### src/rtl/pid_differential_thrust_top_macros.svh
// assertion macros shared by the pid differential thrust rtl
// expects clk and rst_n in the scope of each use
`ifndef PID_DIFFERENTIAL_THRUST_TOP_MACROS_SVH
`define PID_DIFFERENTIAL_THRUST_TOP_MACROS_SVH

// same-cycle implication
`define PDT_ASSERT_IMP(lbl, ante, cons) \
  lbl: assert property (@(posedge clk) disable iff (!rst_n) (ante) |-> (cons)) \
    else $error("pdt: same-cycle check failed");

// next-cycle implication
`define PDT_ASSERT_NXT(lbl, ante, cons) \
  lbl: assert property (@(posedge clk) disable iff (!rst_n) (ante) |=> (cons)) \
    else $error("pdt: next-cycle check failed");

`endif

### src/rtl/pdt_pkg.sv
// shared widths, register codes, word types and the thrust clamp
// for the pid differential thrust block; no dependencies
package pdt_pkg;

  localparam int GAIN_FRAC_BITS = 12;
  localparam int SUM_W          = 24;
  localparam int GAIN_W         = 16;
  localparam int ANGLE_W        = 9;
  localparam int ERR_W          = ANGLE_W + 1;
  localparam int DIFF_W         = ERR_W + 1;
  localparam int THRUST_W       = 8;
  localparam int IN_TDATA_W     = 16;
  localparam int OUT_TDATA_W    = 2 * THRUST_W;
  localparam int CFG_IDX_W      = 3;
  localparam int CFG_DATA_W     = GAIN_W;

  localparam int PP_W  = GAIN_W + 1 + ERR_W;
  localparam int PI_W  = GAIN_W + 1 + SUM_W;
  localparam int PD_W  = GAIN_W + 1 + DIFF_W;
  localparam int ACC_W = PI_W + 2;
  localparam int U_W   = ACC_W - GAIN_FRAC_BITS;

  localparam logic [CFG_IDX_W-1:0] REG_GAIN_P       = 3'd0;
  localparam logic [CFG_IDX_W-1:0] REG_GAIN_I       = 3'd1;
  localparam logic [CFG_IDX_W-1:0] REG_GAIN_D       = 3'd2;
  localparam logic [CFG_IDX_W-1:0] REG_SET_ANGLE    = 3'd3;
  localparam logic [CFG_IDX_W-1:0] REG_BASE_THRUST  = 3'd4;

  localparam logic [GAIN_W-1:0]          RST_GAIN_P = 16'd492;
  localparam logic [GAIN_W-1:0]          RST_GAIN_I = 16'd410;
  localparam logic [GAIN_W-1:0]          RST_GAIN_D = 16'd1024;
  localparam logic signed [ANGLE_W-1:0]  RST_TARGET = '0;
  localparam logic [THRUST_W-1:0]        RST_BASE   = '0;

  localparam logic [THRUST_W-1:0] THRUST_MAX = '1;

  typedef struct packed {
    logic signed [ERR_W-1:0]  err;
    logic signed [SUM_W-1:0]  sum;
    logic signed [DIFF_W-1:0] diff;
  } err_word_t;

  typedef struct packed {
    logic signed [PP_W-1:0] pp;
    logic signed [PI_W-1:0] pi;
    logic signed [PD_W-1:0] pd;
  } prod_word_t;

  function automatic logic [THRUST_W-1:0] sat_thrust(input logic signed [U_W:0] t);
    logic [THRUST_W-1:0] r;
    if (t < 0) begin
      r = '0;
    end else if (t > $signed({{(U_W + 1 - THRUST_W){1'b0}}, THRUST_MAX})) begin
      r = THRUST_MAX;
    end else begin
      r = t[THRUST_W-1:0];
    end
    return r;
  endfunction

endpackage

### src/rtl/pdt_integrator.sv
// input stage: error, saturating integral and difference, held in the first word register
// depends on pdt_pkg and the assertion macro header
`include "pid_differential_thrust_top_macros.svh"

module pdt_integrator (
  input  logic                                  clk,
  input  logic                                  rst_n,
  input  logic signed [pdt_pkg::ANGLE_W-1:0]    set_angle,
  input  logic                                  in_valid,
  output logic                                  in_ready,
  input  logic signed [pdt_pkg::ANGLE_W-1:0]    meas_angle,
  output logic                                  s1_valid,
  input  logic                                  s1_ready,
  output pdt_pkg::err_word_t                    s1_data
);

  logic                                 accept;
  logic                                 v_r;
  pdt_pkg::err_word_t                   data_r;
  pdt_pkg::err_word_t                   data_nxt;
  logic signed [pdt_pkg::SUM_W-1:0]     sum_r;
  logic signed [pdt_pkg::ERR_W-1:0]     last_err_r;
  logic signed [pdt_pkg::SUM_W:0]       sum_wide;

  assign in_ready = !v_r || s1_ready;
  assign accept   = in_valid && in_ready;

  always_comb begin
    data_nxt.err = pdt_pkg::ERR_W'(set_angle) - pdt_pkg::ERR_W'(meas_angle);
    sum_wide     = (pdt_pkg::SUM_W + 1)'(sum_r) + (pdt_pkg::SUM_W + 1)'(data_nxt.err);
    // saturate at the bounds of the integral register
    if (sum_wide[pdt_pkg::SUM_W] != sum_wide[pdt_pkg::SUM_W-1]) begin
      data_nxt.sum = {sum_wide[pdt_pkg::SUM_W],
                      {(pdt_pkg::SUM_W - 1){~sum_wide[pdt_pkg::SUM_W]}}};
    end else begin
      data_nxt.sum = sum_wide[pdt_pkg::SUM_W-1:0];
    end
    data_nxt.diff = pdt_pkg::DIFF_W'(data_nxt.err) - pdt_pkg::DIFF_W'(last_err_r);
  end

  always_ff @(posedge clk) begin
    if (!rst_n) begin
      v_r        <= 1'b0;
      sum_r      <= '0;
      last_err_r <= '0;
    end else begin
      if (in_ready) begin
        v_r <= in_valid;
      end
      if (accept) begin
        sum_r      <= data_nxt.sum;
        last_err_r <= data_nxt.err;
      end
    end
  end

  always_ff @(posedge clk) begin
    if (accept) begin
      data_r <= data_nxt;
    end
  end

  assign s1_valid = v_r;
  assign s1_data  = data_r;

  `PDT_ASSERT_NXT(a_last_err_follows, accept, last_err_r == data_r.err && v_r)
  `PDT_ASSERT_NXT(a_sum_follows, accept, sum_r == data_r.sum)

endmodule

### src/rtl/pdt_effort.sv
// control effort: three gain products, then their sum, each behind a word register
// depends on pdt_pkg
module pdt_effort (
  input  logic                                  clk,
  input  logic                                  rst_n,
  input  logic [pdt_pkg::GAIN_W-1:0]            gain_p,
  input  logic [pdt_pkg::GAIN_W-1:0]            gain_i,
  input  logic [pdt_pkg::GAIN_W-1:0]            gain_d,
  input  logic                                  s1_valid,
  output logic                                  s1_ready,
  input  pdt_pkg::err_word_t                    s1_data,
  output logic                                  acc_valid,
  input  logic                                  acc_ready,
  output logic signed [pdt_pkg::ACC_W-1:0]      acc_data
);

  logic                                 v2_r;
  logic                                 v3_r;
  logic                                 ready2;
  logic                                 ready3;
  pdt_pkg::prod_word_t                  prod_r;
  pdt_pkg::prod_word_t                  prod_nxt;
  logic signed [pdt_pkg::ACC_W-1:0]     acc_r;
  logic signed [pdt_pkg::ACC_W-1:0]     acc_nxt;

  assign ready3   = !v3_r || acc_ready;
  assign ready2   = !v2_r || ready3;
  assign s1_ready = ready2;

  always_comb begin
    prod_nxt.pp = $signed({1'b0, gain_p}) * s1_data.err;
    prod_nxt.pi = $signed({1'b0, gain_i}) * s1_data.sum;
    prod_nxt.pd = $signed({1'b0, gain_d}) * s1_data.diff;
    acc_nxt     = pdt_pkg::ACC_W'(prod_r.pp) + pdt_pkg::ACC_W'(prod_r.pi)
                + pdt_pkg::ACC_W'(prod_r.pd);
  end

  always_ff @(posedge clk) begin
    if (!rst_n) begin
      v2_r <= 1'b0;
      v3_r <= 1'b0;
    end else begin
      if (ready2) begin
        v2_r <= s1_valid;
      end
      if (ready3) begin
        v3_r <= v2_r;
      end
    end
  end

  always_ff @(posedge clk) begin
    if (ready2 && s1_valid) begin
      prod_r <= prod_nxt;
    end
    if (ready3 && v2_r) begin
      acc_r <= acc_nxt;
    end
  end

  assign acc_valid = v3_r;
  assign acc_data  = acc_r;

endmodule

### src/rtl/pdt_mix.sv
// rounding of the effort and the two clamped motor thrusts, held in the output register
// depends on pdt_pkg and the assertion macro header
`include "pid_differential_thrust_top_macros.svh"

module pdt_mix (
  input  logic                                  clk,
  input  logic                                  rst_n,
  input  logic [pdt_pkg::THRUST_W-1:0]          base_thrust,
  input  logic                                  acc_valid,
  output logic                                  acc_ready,
  input  logic signed [pdt_pkg::ACC_W-1:0]      acc_data,
  output logic                                  out_valid,
  input  logic                                  out_ready,
  output logic [pdt_pkg::THRUST_W-1:0]          thrust_motor_one,
  output logic [pdt_pkg::THRUST_W-1:0]          thrust_motor_two
);

  localparam logic signed [pdt_pkg::ACC_W-1:0] HALF =
    pdt_pkg::ACC_W'(1) <<< (pdt_pkg::GAIN_FRAC_BITS - 1);

  logic                                 out_valid_r;
  logic [pdt_pkg::THRUST_W-1:0]         m1_r;
  logic [pdt_pkg::THRUST_W-1:0]         m2_r;
  logic signed [pdt_pkg::ACC_W-1:0]     rnd;
  logic signed [pdt_pkg::U_W-1:0]       u;
  logic signed [pdt_pkg::U_W:0]         base_x;
  logic signed [pdt_pkg::U_W:0]         t1;
  logic signed [pdt_pkg::U_W:0]         t2;

  assign acc_ready = !out_valid_r || out_ready;

  // halves go away from zero: negative efforts round with one less than half
  always_comb begin
    rnd    = acc_data + (acc_data[pdt_pkg::ACC_W-1] ? (HALF - pdt_pkg::ACC_W'(1)) : HALF);
    u      = rnd[pdt_pkg::ACC_W-1:pdt_pkg::GAIN_FRAC_BITS];
    base_x = $signed({{(pdt_pkg::U_W + 1 - pdt_pkg::THRUST_W){1'b0}}, base_thrust});
    t1     = base_x + (pdt_pkg::U_W + 1)'(u);
    t2     = base_x - (pdt_pkg::U_W + 1)'(u);
  end

  always_ff @(posedge clk) begin
    if (!rst_n) begin
      out_valid_r <= 1'b0;
    end else if (acc_ready) begin
      out_valid_r <= acc_valid;
    end
  end

  always_ff @(posedge clk) begin
    if (acc_ready && acc_valid) begin
      m1_r <= pdt_pkg::sat_thrust(t1);
      m2_r <= pdt_pkg::sat_thrust(t2);
    end
  end

  assign out_valid        = out_valid_r;
  assign thrust_motor_one = m1_r;
  assign thrust_motor_two = m2_r;

  `PDT_ASSERT_NXT(a_out_loads, acc_valid && acc_ready, out_valid_r)
  `PDT_ASSERT_IMP(a_thrusts_opposite, out_valid_r, (m1_r >= base_thrust && m2_r <= base_thrust) || (m1_r <= base_thrust && m2_r >= base_thrust))

endmodule

### src/rtl/pid_differential_thrust_top.sv
// pid roll controller with differential two-motor thrust output
// one roll angle word in, one pair of thrusts out; depends on pdt_pkg and the stage modules
//
// Takes one roll angle word per clock unless the output stalls, and returns one thrust word per
// accepted angle, in order. Each angle word passes through a four-register pipeline: error and
// saturating integral, the three gain products, their sum, then rounding and clamping into the
// output register.
// The integral and previous error update as each angle is accepted, so words may follow back to
// back at one per cycle unless the output stalls; empty pipeline stages fill while a result waits.
// Gains, target and base thrust should be written only while no word is in flight.
module pid_differential_thrust_top (
  input  logic                                  clk,
  input  logic                                  rst_n,
  input  logic                                  in_tvalid,
  output logic                                  in_tready,
  input  logic [pdt_pkg::IN_TDATA_W-1:0]        in_tdata,   // [8:0] meas_angle, rest zero
  output logic                                  out_tvalid,
  input  logic                                  out_tready,
  output logic [pdt_pkg::OUT_TDATA_W-1:0]       out_tdata,  // [7:0] motor one, [15:8] motor two
  input  logic                                  cfg_we,
  input  logic [pdt_pkg::CFG_IDX_W-1:0]         cfg_index,
  input  logic [pdt_pkg::CFG_DATA_W-1:0]        cfg_wdata
);

  logic [pdt_pkg::GAIN_W-1:0]           gain_p_r;
  logic [pdt_pkg::GAIN_W-1:0]           gain_i_r;
  logic [pdt_pkg::GAIN_W-1:0]           gain_d_r;
  logic signed [pdt_pkg::ANGLE_W-1:0]   target_r;
  logic [pdt_pkg::THRUST_W-1:0]         base_r;

  logic                                 s1_valid;
  logic                                 s1_ready;
  pdt_pkg::err_word_t                   s1_data;
  logic                                 acc_valid;
  logic                                 acc_ready;
  logic signed [pdt_pkg::ACC_W-1:0]     acc_data;
  logic [pdt_pkg::THRUST_W-1:0]         m1;
  logic [pdt_pkg::THRUST_W-1:0]         m2;

  always_ff @(posedge clk) begin
    if (!rst_n) begin
      gain_p_r <= pdt_pkg::RST_GAIN_P;
      gain_i_r <= pdt_pkg::RST_GAIN_I;
      gain_d_r <= pdt_pkg::RST_GAIN_D;
      target_r <= pdt_pkg::RST_TARGET;
      base_r   <= pdt_pkg::RST_BASE;
    end else if (cfg_we) begin
      unique case (cfg_index)
        pdt_pkg::REG_GAIN_P:       gain_p_r <= cfg_wdata[pdt_pkg::GAIN_W-1:0];
        pdt_pkg::REG_GAIN_I:       gain_i_r <= cfg_wdata[pdt_pkg::GAIN_W-1:0];
        pdt_pkg::REG_GAIN_D:       gain_d_r <= cfg_wdata[pdt_pkg::GAIN_W-1:0];
        pdt_pkg::REG_SET_ANGLE:    target_r <= $signed(cfg_wdata[pdt_pkg::ANGLE_W-1:0]);
        pdt_pkg::REG_BASE_THRUST:  base_r   <= cfg_wdata[pdt_pkg::THRUST_W-1:0];
        default: ;
      endcase
    end
  end

  pdt_integrator u_integrator (
    .clk          (clk),
    .rst_n        (rst_n),
    .set_angle    (target_r),
    .in_valid     (in_tvalid),
    .in_ready     (in_tready),
    .meas_angle   ($signed(in_tdata[pdt_pkg::ANGLE_W-1:0])),
    .s1_valid     (s1_valid),
    .s1_ready     (s1_ready),
    .s1_data      (s1_data)
  );

  pdt_effort u_effort (
    .clk       (clk),
    .rst_n     (rst_n),
    .gain_p    (gain_p_r),
    .gain_i    (gain_i_r),
    .gain_d    (gain_d_r),
    .s1_valid  (s1_valid),
    .s1_ready  (s1_ready),
    .s1_data   (s1_data),
    .acc_valid (acc_valid),
    .acc_ready (acc_ready),
    .acc_data  (acc_data)
  );

  pdt_mix u_mix (
    .clk              (clk),
    .rst_n            (rst_n),
    .base_thrust      (base_r),
    .acc_valid        (acc_valid),
    .acc_ready        (acc_ready),
    .acc_data         (acc_data),
    .out_valid        (out_tvalid),
    .out_ready        (out_tready),
    .thrust_motor_one (m1),
    .thrust_motor_two (m2)
  );

  assign out_tdata = {m2, m1};

endmodule

### config.mk
export PLATFORM = sky130hd
export DESIGN_NAME = pid_differential_thrust_top
export DESIGN_NICKNAME = d
export VERILOG_FILES = /design/src/rtl/pdt_pkg.sv /design/src/rtl/pdt_integrator.sv /design/src/rtl/pdt_effort.sv /design/src/rtl/pdt_mix.sv /design/src/rtl/pid_differential_thrust_top.sv
export VERILOG_INCLUDE_DIRS = /design/src /design/src/rtl
export SDC_FILE = /design/constraint.sdc
export NUM_CORES = 2
export LEC_CHECK = 0
export ABC_AREA = 0
export ABC_CLOCK_PERIOD_IN_PS = 31600
export BUFFER_PORTS_ARGS = -buffer_cell sky130_fd_sc_hd__buf_2
export CAP_MARGIN = 20
export CORE_MARGIN = 8
export CORE_UTILIZATION = 60
export CTS_CLUSTER_SIZE = 14
export DETAILED_ROUTE_END_ITERATION = 8
export HOLD_SLACK_MARGIN = 0.1
export PLACE_DENSITY = 0.72
export SETUP_SLACK_MARGIN = 0.1
export SLEW_MARGIN = 20
export SYNTH_ARGS = -nofsm -noshare
export SYNTH_HDL_FRONTEND = slang
export SYNTH_SLANG_ARGS = --single-unit
### constraint.sdc
create_clock -name clk -period 31.6 [get_ports clk]
set_input_delay 6.32 -clock clk [delete_from_list [all_inputs] [get_ports clk]]
set_output_delay 6.32 -clock clk [all_outputs]
set_load 0.05 [all_outputs]
==> impl_metrics.csv <==
group,metric,value,unit
run_status,status,"complete, no violations",
placement,portBuffers,50,
yosys,post-synth-top-count-cell,"inv_1",
worst_setup_path,startpoint_type,"primary input",
yosys,async_flop_share,0,%
clocking,htreeDepth,2,
sta,tns,0,ns
route,wl_per_cell,18.4,um
clocking,insertion_delay,0.57,ns
clocking,cts_resized,0,
grt,grt_pass1_wl,166000,um
route,dr.pass1.iters,5,
route,via_per_inst,5.61,
sta,setup_viol,0,
final_layout,antenna_cells,0,
worst_setup_path,worstSetupEndpointType,"output port",
yosys,netlist_instances,4541,
yosys,ys_seq_area_share,19.0,%
floorplanning,die_w,282,um
worst_setup_path,worstRegToRegCells,21,
floorplanning,fp.dieArea,79600,um2
yosys,syn_area,42500,um2
clocking,cts.sinks,303,
clocking,postCtsSetupBuffers,0,
grt,grtUsageTotal,26.0,%
clocking,clk_pin_slew_worst_paths,0.06,ns
sta,slew_headroom,21.1,%
yosys,ys_types,90,
worst_setup_path,r2r_start,"gain_i_r[6]$_SDFFE_PN0P_",
worst_setup_path,r2r_slack,24.09,ns
yosys,syn_avg_cell_area,9.35,um2
floorplanning,start_util,60.7,%
final_layout,final_area,44700,um2
floorplanning,io_pins,58,
clocking,cts_buffer_depth,3,
sta,fmax,70.7,MHz
grt,grt_pass1_vias,31900,
sta,tightest_slew,1.18,ns
clocking,clock_tree.root_cell,"clkbuf_16",
route,drc,0,
yosys,synth.top_cell.area_share,31.2,%
sta,min_period,14.15,ns
clocking,tritoncts,"yes",
sta,drv_slew,0,
route,drtIter0Drc,1763,
clocking,cts_buffers,38,
yosys,yosys_warnings,0,
grt,grt_max_degree,84,
sta,fin_crit_sh,44.8,%
route,wirelength,100000,um
worst_setup_path,critPathMaxFanout,5,
yosys,synth-edff-count,200,
run,drv_cap,0,
placement,post_dp_cell_area,43400,um2
route,ant_nets,0,
placement,gp_congestion,0.918,
yosys,synth_area_leader_cell,"fa_1",
floorplanning,core_area,70000,um2
yosys,synth-seq-cells,303,
grt,antenna_found_initial,3,
placement,dpl.hpwl,78600,um
yosys,ys_top_cells_by_area,"fa_1 (31%), edfxtp_1 (14%), ha_1 (11%)",
worst_setup_path,crit_type,"primary input to output port",
worst_setup_path,setup.worst_path.end,"in_tready",
clocking,postCtsHoldBufs,0,
floorplanning,die_y,282,um
grt,grt.overflow.total,0,
sta,hold_viol,0,
sta,rsz0062_at_grt,"no",
final_layout,area_growth,5.34,%
worst_setup_path,crit_start,"out_tready",
sta,fin_skew,0.0305,ns
route,vias,30600,
yosys,synth_top_flop_cell,"edfxtp_1",
worst_setup_path,rr_endpoint,"u_effort.prod_r[65]$_DFFE_PP_",
floorplanning,rows,97,
yosys,synth_nets,5615,
yosys,synth_commonest_cells,"inv_1 (806), fa_1 (661), nand2_1 (648), ha_1 (373), and2_1 (297)",
worst_setup_path,worstPathArrival,7.83,ns
worst_setup_path,critPathRequiredTime,25.28,ns
final_layout,post_route_cells_drive_above_1_share,4.08,%
final_layout,finalNetCount,5558,
min_path,hold_class,"register to register",
==> area by class of cell <==
cell class                 instances  area (um2)
clock inverter                    22         219
clock buffer                      48        1060
fill                            5809       25300
timing repair buffer              71         428
inverter                         807        3030
multi-input combinational       3263       30800
tap                              940        1180
sequential                       303        8070
==> per-layer routing <==
| layer | wire, um | track usage (%) | vias up |
|---|---|---|---|
| met3 | 6220 | 3.55 | 198 |
| met1 | 43600 | 35.1 | 15200 |
| met2 | 46400 | 43.1 | 903 |
| li1 | - | - | 14300 |
| met5 | 11 | 0 | - |
| met4 | 3950 | 9.20 | 2 |
==> critical path: stages <==
cell and delay [ns]:
buf_2 0.09, nor2b_1 0.34, and2_1 0.38, nand3_1 0.35, buf_2 0.34
==> state kept, by name, summed over array words and instances (netlist names), 9 cells and up <==
name / cells
target_r: 9
u_effort.prod_r: 96
u_integrator.last_err_r: 10
gain_p_r: 16
gain_i_r: 16
u_integrator.sum_r: 24
gain_d_r: 16
u_effort.acc_data: 43
u_integrator.s1_data: 45
==> worst min path at each step <==
stage,depth (start not counted),start,slack [ns],end
finish,2,u_integrator.sum_r[8]$_SDFFE_PN0P_,0.47,u_integrator.sum_r[8]$_SDFFE_PN0P_
global route,2,u_integrator.last_err_r[6]$_SDFFE_PN0P_,0.48,u_integrator.last_err_r[6]$_SDFFE_PN0P_
CTS,2,u_integrator.sum_r[8]$_SDFFE_PN0P_,0.47,u_integrator.sum_r[8]$_SDFFE_PN0P_
detailed placement,2,u_integrator.sum_r[8]$_SDFFE_PN0P_,0.45,u_integrator.sum_r[8]$_SDFFE_PN0P_
global placement,2,u_integrator.sum_r[4]$_SDFFE_PN0P_,0.44,u_integrator.sum_r[4]$_SDFFE_PN0P_
floorplan,2,u_integrator.sum_r[0]$_SDFFE_PN0P_,0.43,u_integrator.sum_r[0]$_SDFFE_PN0P_
==> cells by family after synthesis <==
group,Yosys count,share of synthesized area (%)
adder cells (fa/ha/maj),1049,42.5
flip-flops,303,19.0
AND/OR/NAND/NOR,1399,15.9
XOR/XNOR,194,4.00
AO/OA/AOI/OAI,603,9.48
multiplexers,18,0.433
buffers and inverters,975,8.66
==> placed cells by master (no fill, tap or decap), types with 35 or more instances in the layout <==
cell type,synthesis,routed
nor2_1,148,147
buf_2,5,50
clkbuf_16,0,40
fa_1,661,661
nand2_1,648,648
nand2b_1,53,53
edfxtp_1,200,200
nor2b_1,36,35
nor3_1,35,35
inv_1,806,806
a21o_1,66,66
o21ai_0,99,99
and2_1,297,297
ha_1,373,373
xnor2_1,140,140
nand3_1,55,55
dfxtp_1,103,99
a21oi_1,161,161
xor2_1,54,54
a21boi_0,67,66
==> per-stage QoR <==
| step | worst slack [ns] | utilization (%) | instances | hold WS [ns] |
|---|---|---|---|---|
| global placement | 17.39 | 62.0 | 5383 | 0.444 |
| floorplan | 17.37 | - | 4541 | 0.432 |
| detailed placement | 17.38 | 62.0 | 5383 | 0.451 |
| global route | 17.42 | 63.9 | 5454 | 0.481 |
| finish | 17.45 | 63.9 | 5454 | 0.466 |
| CTS | 17.38 | 63.8 | 5453 | 0.468 |
Power is left out: the tool's default activity adds up to more than one toggle a clock period on the data nets, which glitch-free logic cannot reach.
